[src/rtl/core/vcd_pkg.sv]
package vcd_pkg;

  localparam int unsigned Q_DEPTH = 2;
  localparam int unsigned Q_AW = $clog2(Q_DEPTH);
  localparam int unsigned Q_CW = $clog2(Q_DEPTH + 1);

  localparam logic [3:0] DIGIT_MAX = 4'd9;

  typedef struct packed {
    logic [3:0] digit;
    logic       kind;
    logic       last;
  } in_word_t;

  typedef struct packed {
    logic       valid_res;
    logic [3:0] check_digit;
    logic       digit_error;
  } out_word_t;

  // one classified digit on its way to the back end
  typedef struct packed {
    logic [3:0] perm;
    logic       err;
    logic       last;
  } q_entry_t;

  typedef struct packed {
    logic full;
    logic empty;
  } q_status_t;

  localparam logic [3:0] PERM_TAB [8][10] = '{
    '{4'd0, 4'd1, 4'd2, 4'd3, 4'd4, 4'd5, 4'd6, 4'd7, 4'd8, 4'd9},
    '{4'd1, 4'd5, 4'd7, 4'd6, 4'd2, 4'd8, 4'd3, 4'd0, 4'd9, 4'd4},
    '{4'd5, 4'd8, 4'd0, 4'd3, 4'd7, 4'd9, 4'd6, 4'd1, 4'd4, 4'd2},
    '{4'd8, 4'd9, 4'd1, 4'd6, 4'd0, 4'd4, 4'd3, 4'd5, 4'd2, 4'd7},
    '{4'd9, 4'd4, 4'd5, 4'd3, 4'd1, 4'd2, 4'd6, 4'd8, 4'd7, 4'd0},
    '{4'd4, 4'd2, 4'd8, 4'd6, 4'd5, 4'd7, 4'd3, 4'd9, 4'd0, 4'd1},
    '{4'd2, 4'd7, 4'd9, 4'd3, 4'd8, 4'd0, 4'd6, 4'd4, 4'd1, 4'd5},
    '{4'd7, 4'd0, 4'd4, 4'd6, 4'd9, 4'd1, 4'd3, 4'd2, 4'd5, 4'd8}
  };

  // dihedral group d5 product
  localparam logic [3:0] MUL_TAB [10][10] = '{
    '{4'd0, 4'd1, 4'd2, 4'd3, 4'd4, 4'd5, 4'd6, 4'd7, 4'd8, 4'd9},
    '{4'd1, 4'd2, 4'd3, 4'd4, 4'd0, 4'd6, 4'd7, 4'd8, 4'd9, 4'd5},
    '{4'd2, 4'd3, 4'd4, 4'd0, 4'd1, 4'd7, 4'd8, 4'd9, 4'd5, 4'd6},
    '{4'd3, 4'd4, 4'd0, 4'd1, 4'd2, 4'd8, 4'd9, 4'd5, 4'd6, 4'd7},
    '{4'd4, 4'd0, 4'd1, 4'd2, 4'd3, 4'd9, 4'd5, 4'd6, 4'd7, 4'd8},
    '{4'd5, 4'd9, 4'd8, 4'd7, 4'd6, 4'd0, 4'd4, 4'd3, 4'd2, 4'd1},
    '{4'd6, 4'd5, 4'd9, 4'd8, 4'd7, 4'd1, 4'd0, 4'd4, 4'd3, 4'd2},
    '{4'd7, 4'd6, 4'd5, 4'd9, 4'd8, 4'd2, 4'd1, 4'd0, 4'd4, 4'd3},
    '{4'd8, 4'd7, 4'd6, 4'd5, 4'd9, 4'd3, 4'd2, 4'd1, 4'd0, 4'd4},
    '{4'd9, 4'd8, 4'd7, 4'd6, 4'd5, 4'd4, 4'd3, 4'd2, 4'd1, 4'd0}
  };

  localparam logic [3:0] INV_TAB [10] = '{
    4'd0, 4'd4, 4'd3, 4'd2, 4'd1, 4'd5, 4'd6, 4'd7, 4'd8, 4'd9
  };

  function automatic logic [3:0] perm_of(input logic [2:0] row, input logic [3:0] dig);
    logic [3:0] r;
    r = '0;
    if (dig <= DIGIT_MAX) begin
      r = PERM_TAB[row][dig];
    end
    return r;
  endfunction

  function automatic logic [3:0] mul_of(input logic [3:0] a, input logic [3:0] b);
    logic [3:0] r;
    r = '0;
    if ((a <= DIGIT_MAX) && (b <= DIGIT_MAX)) begin
      r = MUL_TAB[a][b];
    end
    return r;
  endfunction

  function automatic logic [3:0] inv_of(input logic [3:0] a);
    logic [3:0] r;
    r = '0;
    if (a <= DIGIT_MAX) begin
      r = INV_TAB[a];
    end
    return r;
  endfunction

endpackage

[src/rtl/core/verhoeff_check_digit_top.sv]
// verhoeff check digit engine
// input channel digit_valid / digit_ready / digit_word: one decimal digit per
// word, rightmost digit first; last marks the leftmost digit of a number and
// kind picks validate (0) or generate (1) for that digit
// output channel res_valid / res_ready / res_word: one word per number, given
// after its last digit: valid_res, check_digit and the sticky digit_error
// throughput: one digit per cycle while the queue has room, sustained across numbers
// a last digit's front lookup lands in the queue at the accepting edge, and the
// d5 fold then fills the output register from the queue once nothing waits
// ahead of it in the queue
// the front keeps the position count and does the permutation lookup; a
// two-word queue separates it from the back, which folds the check value
// when the receiver stalls, the back keeps folding digits that end no number;
// the queue fills and digit_ready drops only when a finished result waits
// reset clears the position, check value, error flag, queue and res_valid
module verhoeff_check_digit_top import vcd_pkg::*; (
  input  logic      clk,
  input  logic      rst,
  input  logic      digit_valid,
  output logic      digit_ready,
  input  in_word_t  digit_word,
  output logic      res_valid,
  input  logic      res_ready,
  output out_word_t res_word
);

  q_entry_t  fr_entry;
  q_entry_t  bk_entry;
  q_status_t q_stat;
  logic      take;
  logic      pop;

  // accept whenever the queue has room
  assign digit_ready = !q_stat.full;
  assign take        = digit_valid && digit_ready;

  // front: position count and permutation row lookup
  vcd_front u_front (
    .clk   (clk),
    .rst   (rst),
    .take  (take),
    .word  (digit_word),
    .entry (fr_entry)
  );

  // short queue between front and back
  vcd_fifo u_fifo (
    .clk      (clk),
    .rst      (rst),
    .push     (take),
    .wr_entry (fr_entry),
    .pop      (pop),
    .rd_entry (bk_entry),
    .status   (q_stat)
  );

  // back: d5 fold, result register
  vcd_back u_back (
    .clk       (clk),
    .rst       (rst),
    .entry     (bk_entry),
    .avail     (!q_stat.empty),
    .pop       (pop),
    .res_valid (res_valid),
    .res_ready (res_ready),
    .res_word  (res_word)
  );

  // an errored number reports neither a pass nor a check digit
  a_err_clean: assert property (@(posedge clk) disable iff (rst)
    res_valid && res_word.digit_error |->
      !res_word.valid_res && res_word.check_digit == 4'd0)
    else $error("error word carries a result");

  // zero check value is the only one whose inverse is zero
  a_pass_zero: assert property (@(posedge clk) disable iff (rst)
    res_valid && !res_word.digit_error |->
      res_word.valid_res == (res_word.check_digit == 4'd0))
    else $error("valid_res disagrees with check_digit");

  a_digit_range: assert property (@(posedge clk) disable iff (rst)
    res_valid |-> res_word.check_digit <= DIGIT_MAX)
    else $error("check digit out of range");

  // reset leaves the queue empty and res_valid low
  a_reset_empty: assert property (@(posedge clk)
    $past(rst) && !rst |-> q_stat.empty && !res_valid)
    else $error("state not cleared by reset");

endmodule

[src/rtl/core/vcd_front.sv]
module vcd_front import vcd_pkg::*; (
  input  logic      clk,
  input  logic      rst,
  input  logic      take,
  input  in_word_t  word,
  output q_entry_t  entry
);

  logic [2:0] position;
  logic [2:0] row;

  // generate mode looks one row ahead
  assign row = position + {2'b00, word.kind};

  always_comb begin
    entry.err  = (word.digit > DIGIT_MAX);
    entry.perm = perm_of(row, word.digit);
    entry.last = word.last;
  end

  always_ff @(posedge clk) begin
    if (rst) begin
      position <= '0;
    end else if (take) begin
      position <= word.last ? 3'd0 : position + 3'd1;
    end
  end

endmodule

[src/rtl/core/vcd_fifo.sv]
module vcd_fifo import vcd_pkg::*; (
  input  logic      clk,
  input  logic      rst,
  input  logic      push,
  input  q_entry_t  wr_entry,
  input  logic      pop,
  output q_entry_t  rd_entry,
  output q_status_t status
);

  q_entry_t        slots [Q_DEPTH];
  logic [Q_AW-1:0] wr_ptr;
  logic [Q_AW-1:0] rd_ptr;
  logic [Q_CW-1:0] count;

  assign rd_entry     = slots[rd_ptr];
  assign status.full  = (count == Q_CW'(Q_DEPTH));
  assign status.empty = (count == '0);

  always_ff @(posedge clk) begin
    if (push) begin
      slots[wr_ptr] <= wr_entry;
    end
  end

  always_ff @(posedge clk) begin
    if (rst) begin
      wr_ptr <= '0;
      rd_ptr <= '0;
      count  <= '0;
    end else begin
      if (push) begin
        wr_ptr <= (wr_ptr == Q_AW'(Q_DEPTH - 1)) ? '0 : wr_ptr + 1'b1;
      end
      if (pop) begin
        rd_ptr <= (rd_ptr == Q_AW'(Q_DEPTH - 1)) ? '0 : rd_ptr + 1'b1;
      end
      if (push && !pop) begin
        count <= count + 1'b1;
      end else if (pop && !push) begin
        count <= count - 1'b1;
      end
    end
  end

endmodule

[src/rtl/core/vcd_back.sv]
module vcd_back import vcd_pkg::*; (
  input  logic      clk,
  input  logic      rst,
  input  q_entry_t  entry,
  input  logic      avail,
  output logic      pop,
  output logic      res_valid,
  input  logic      res_ready,
  output out_word_t res_word
);

  logic [3:0] check_value;
  logic       error_seen;
  logic [3:0] cv_next;
  logic       err_next;
  logic       out_free;

  assign out_free = !res_valid || res_ready;
  // digits that end no number never wait on the output register
  assign pop      = avail && (!entry.last || out_free);

  always_comb begin
    cv_next  = entry.err ? check_value : mul_of(check_value, entry.perm);
    err_next = error_seen || entry.err;
  end

  always_ff @(posedge clk) begin
    if (rst) begin
      check_value <= '0;
      error_seen  <= 1'b0;
      res_valid   <= 1'b0;
    end else begin
      if (res_valid && res_ready) begin
        res_valid <= 1'b0;
      end
      if (pop) begin
        if (entry.last) begin
          check_value <= '0;
          error_seen  <= 1'b0;
          res_valid   <= 1'b1;
        end else begin
          check_value <= cv_next;
          error_seen  <= err_next;
        end
      end
    end
  end

  always_ff @(posedge clk) begin
    if (pop && entry.last) begin
      if (err_next) begin
        res_word.valid_res   <= 1'b0;
        res_word.check_digit <= '0;
        res_word.digit_error <= 1'b1;
      end else begin
        res_word.valid_res   <= (cv_next == 4'd0);
        res_word.check_digit <= inv_of(cv_next);
        res_word.digit_error <= 1'b0;
      end
    end
  end

endmodule

[config.mk]
export PLATFORM = sky130hd
export DESIGN_NAME = verhoeff_check_digit_top
export DESIGN_NICKNAME = d
export VERILOG_FILES = /design/src/rtl/core/vcd_pkg.sv /design/src/rtl/core/verhoeff_check_digit_top.sv /design/src/rtl/core/vcd_front.sv /design/src/rtl/core/vcd_fifo.sv /design/src/rtl/core/vcd_back.sv
export SDC_FILE = /design/constraint.sdc
export NUM_CORES = 1
export LEC_CHECK = 0
export ABC_AREA = 1
export BUFFER_PORTS_ARGS = -buffer_cell sky130_fd_sc_hd__buf_2
export CAP_MARGIN = 20
export CORE_ASPECT_RATIO = 2
export CORE_MARGIN = 4
export CORE_UTILIZATION = 55
export CTS_CLUSTER_DIAMETER = 60
export DETAILED_ROUTE_END_ITERATION = 16
export GPL_ROUTABILITY_DRIVEN = 1
export MAX_ROUTING_LAYER = met4
export PLACE_DENSITY = 0.79
export SYNTH_ARGS = -nofsm -noshare
export SYNTH_HDL_FRONTEND = slang
export SYNTH_SLANG_ARGS = --single-unit
[constraint.sdc]
create_clock -name clk -period 2.5 [get_ports clk]
set_clock_uncertainty 0.15 [all_clocks]
set_input_delay 0.25 -clock clk [delete_from_list [all_inputs] [get_ports clk]]
set_output_delay 0.25 -clock clk [all_outputs]
set_load 0.01 [all_outputs]
==> impl_summary.txt <==
----------------------------------------------------
[Critical path]
  WP data required ... 2.36 ns
  WP buf/inv ... 3
  CP max stage cell ... sky130_fd_sc_hd__dfxtp_2
  Max FO, Critical Path ... 7
  Longest individual stage delay on the worst path ... 0.34 ns
  Kind of start point of the critical path ... flop
  Capturing element type of the critical path ... flop
  Top Family by Delay on Critical Path ... simple AND/OR/NAND/NOR gates
  CP Cell Sequence ... ha_1, ha_4, inv_1, nand2_1, nand2_2, clkinvlp_4, buf_2, nor2_1, nor2_1, nand2_1, nand3_1, nand4_1, o21ai_0
  Worst setup path category ... flop to flop
  Worst path arrival time ... 2.21 ns

[CTS]
  Clk Tree Root Cell ... sky130_fd_sc_hd__clkbuf_8
  # clock sinks ... 32
  Clk_lat worst skew ... 0.28 ns
  Inserted Clock Buffers ... 5
  Hold-fix buffers at CTS ... 0
  Clock Pin Slew Worst Setup and Hold Paths ... 0.07 ns
  CTS tree ... yes
  Number of H-tree levels ... 2
  Maximum root-to-sink buffer count ... 2

[Yosys]
  Mean area per synthesized cell ... 6.552 µm²
  Area share of the leading cell type in the synthesized netlist ... 0.1969
  Unique cell type count in the Yosys netlist ... 36
  Leading cell type by number of instances after synthesis ... sky130_fd_sc_hd__nand2_1
  Post-Synthesis Cells ... 419
  FF+latch count, synth ... 32
  Part of the Yosys area used for sequential elements ... 0.2990
  Post-synth EDFFs ... 18
  Top FF cell, synth ... sky130_fd_sc_hd__edfxtp_1
  Leading cell types by total area after synthesis ... sky130_fd_sc_hd__edfxtp_1 20%, sky130_fd_sc_hd__nand2_1 19%, sky130_fd_sc_hd__dfxtp_1 10%, sky130_fd_sc_hd__nand3_1 7.8%, sky130_fd_sc_hd__ha_1 6.8%
  Post-synth net total ... 444
  Async set-reset flop share out of synthesis ... 0
  Largest area contributor in the synthesized netlist ... sky130_fd_sc_hd__edfxtp_1
  Area of the mapped netlist ... 0.002745 mm²
  Top cell types by occurrence after synthesis ... 140 x sky130_fd_sc_hd__nand2_1, 44 x sky130_fd_sc_hd__inv_1, 43 x sky130_fd_sc_hd__nand3_1
  Number of warnings issued by yosys ... 0

[STA]
  Minimum setup slack in the final design ... 0.1522 ns
  Number of max-slew violations in the final report ... 0
  Count of final hold-check violations ... 0
  RSZ-0062 raised after global routing ... no
  Slew headroom ... 0.5834
  Post-route fraction of the period consumed by the critical path ... 0.9391
  Max Clock Freq ... 0.4259 GHz
  Worst-margin pin slew ... 0.6226 ns
  Total Neg Setup Slack ... 0 ns
  Total setup violations reported at the end of the flow ... 0
  Shortest clock period the worst path allows after layout ... 2.348 ns

[Final layout]
  NumNets Final ... 472
  Diode insertion count for antenna repair ... 0
  Sequential cell area in the final layout ... 822.0 µm²
  Fraction of layout cells with a size suffix above 1 ... 0.1629
  Layout area overhead ... 10.67%
  Multi-input gate area ... 0.001664 mm²
  Filler Cells Inserted ... 492

[Drt]
  Number of DRC violations after detailed-routing iteration 0 ... 174
  Total via count in the routed design ... 2824
  Average wire length per cell after detail routing ... 14.41 µm
  Residual DRC count ... 0
  Number of iterations in the first detailed-routing pass ... 5
  Total length of routed wires ... 7275 µm
  Remaining number of nets flagged by the antenna check after routing ... 0
  Per-cell via count in the routed design ... 5.592

[Min path]
  Worst min path class ... input port to flop

[Flow run]
  Reported max-cap violation count ... 0

[GRT]
  First-pass GRT wire length ... 11920 µm
  Initial antenna violation count ... 0
  Global route total overflow ... 0
  Pin count of the biggest net entering global routing ... 19
  Via count of the first global-routing pass ... 2835
  Aggregate global-route resource usage ... 0.2542

[Die]
  Width of the die ... 57.96 µm
  Initial core utilization ... 0.5643
  Core outline area ... 0.004865 mm²
  Die Outline Area ... 0.006254 mm²
  Overall die height ... 107.9 µm
  Placement row count ... 36
  Count of boundary I/O pins ... 18

[Power]
  Lkg Pwr ... 1.476 nW
  IR Drop Worst-Case VDD ... 0.0007378 V
  Power density over the cells ... 1088 mW/mm²

[Placed design]
  Gpl congestion ... 1.007
  Placed wire-length estimate after detailed placement ... 5816 µm
  PortBufs ... 17
  Worst slack, placed ... 0.04060 ns

[Run status]
  Run status ... completed

----------------------------------------------------
[worst reg2reg max path: cells and delay by family (launching register included)]
family | cells | cell delay, ns
buffers and inverters | 3 | 0.44
and+or+nand+nor | 7 | 0.66
DFF | 1 | 0.34
AOI/OAI and AO/OA | 1 | 0.11
adders and majority gates | 2 | 0.37
[stage by stage]
step                      hold slack (ns)  instance area, µm²  instances    util  total power [mW]
after CTS                         0.02669                3002        503  0.6170             3.280
final                             0.03404                3038        505  0.6245             3.307
after global routing              0.02542                3038        505  0.6245             3.611
after floorplan                    0.1691                2745        419       -             2.406
after global placement             0.2861                2914        495  0.5990             2.824
after detailed placement           0.2994                2914        495  0.5990             2.886
[per-layer routing]
| metal | GRT usage | up-vias | routed length, µm |
|---|---|---|---|
| met1 | 0.2062 | 1261 | 2332 |
| met4 | 0.1907 | 0 | 573 |
| met3 | 0.02761 | 43 | 197 |
| met2 | 0.4895 | 95 | 4170 |
| met5 | - | - | 0 |
| li1 | - | 1425 | - |
[sequential cells by signal, indices dropped and copies added, names as in the netlist, 2 cells and up, named ones only]
signal	flops
u_back.check_value	4
u_back.res_word	6
u_fifo.count	2
u_fifo.slots	12
u_front.position	3
[path summary, 6_finish.rpt]
check        slack (ns)                             start  cells after the start                           end
max                0.15  u_front.position[0]$_SDFFE_PP0P_                     13  u_fifo.slots[0][2]$_DFFE_PP_
min                0.03                     digit_word[0]                      1  u_fifo.slots[0][0]$_DFFE_PP_
max reg2reg        0.15  u_front.position[0]$_SDFFE_PP0P_                     13  u_fifo.slots[0][2]$_DFFE_PP_
min reg2reg        0.32        u_fifo.rd_ptr$_SDFFE_PP0P_                      1    u_fifo.rd_ptr$_SDFFE_PP0P_
[where the power goes]
group	switching [mW]	internal [mW]	leakage, nW
combinational	1.42	0.703	1.14
clock	0.188	0.193	0.0479
sequential	0.0611	0.740	0.286
[layout by cell type, fill, tap and decap left out, types with 3 or more instances in the layout]
master	Yosys	layout
sky130_fd_sc_hd__a21oi_1	20	19
sky130_fd_sc_hd__a21oi_2	4	5
sky130_fd_sc_hd__a31oi_1	3	3
sky130_fd_sc_hd__buf_2	2	18
sky130_fd_sc_hd__buf_4	4	15
sky130_fd_sc_hd__clkbuf_8	0	5
sky130_fd_sc_hd__dfxtp_1	14	13
sky130_fd_sc_hd__edfxtp_1	18	18
sky130_fd_sc_hd__ha_1	15	14
sky130_fd_sc_hd__inv_1	44	43
sky130_fd_sc_hd__inv_2	4	4
sky130_fd_sc_hd__nand2_1	140	139
sky130_fd_sc_hd__nand2_2	5	6
sky130_fd_sc_hd__nand2_4	3	3
sky130_fd_sc_hd__nand3_1	43	43
sky130_fd_sc_hd__nor2_1	39	39
sky130_fd_sc_hd__nor3_1	3	3
sky130_fd_sc_hd__o211ai_1	7	7
sky130_fd_sc_hd__o21ai_0	21	20
sky130_fd_sc_hd__o21ai_1	6	7
[kinds of logic (layout without fill, tap and decap cells)]
family / Yosys count / count (layout) / share of synthesized area
AND/OR/NAND/NOR: 244 / 244 / 0.3819
buffers and inverters: 61 / 90 / 0.1016
AO/OA/AOI/OAI: 67 / 67 / 0.1490
adder cells (fa/ha/maj): 15 / 15 / 0.06837
flip-flops: 32 / 32 / 0.2990
[final cells by class]
cell class,instances,share of cell area
clock buffer,5,0.02265
clock inverter,3,0.006178
timing repair buffer,33,0.06672
inverter,49,0.06260
multi-input combinational,326,0.5478
sequential,32,0.2706
tap,57,0.02348
[repair_timing]
action	CTS	global route
gates resized for setup	0	7
buffers inserted	0	2
setup endpoints to repair	0	9
Power figures use the tool's default switching activity.
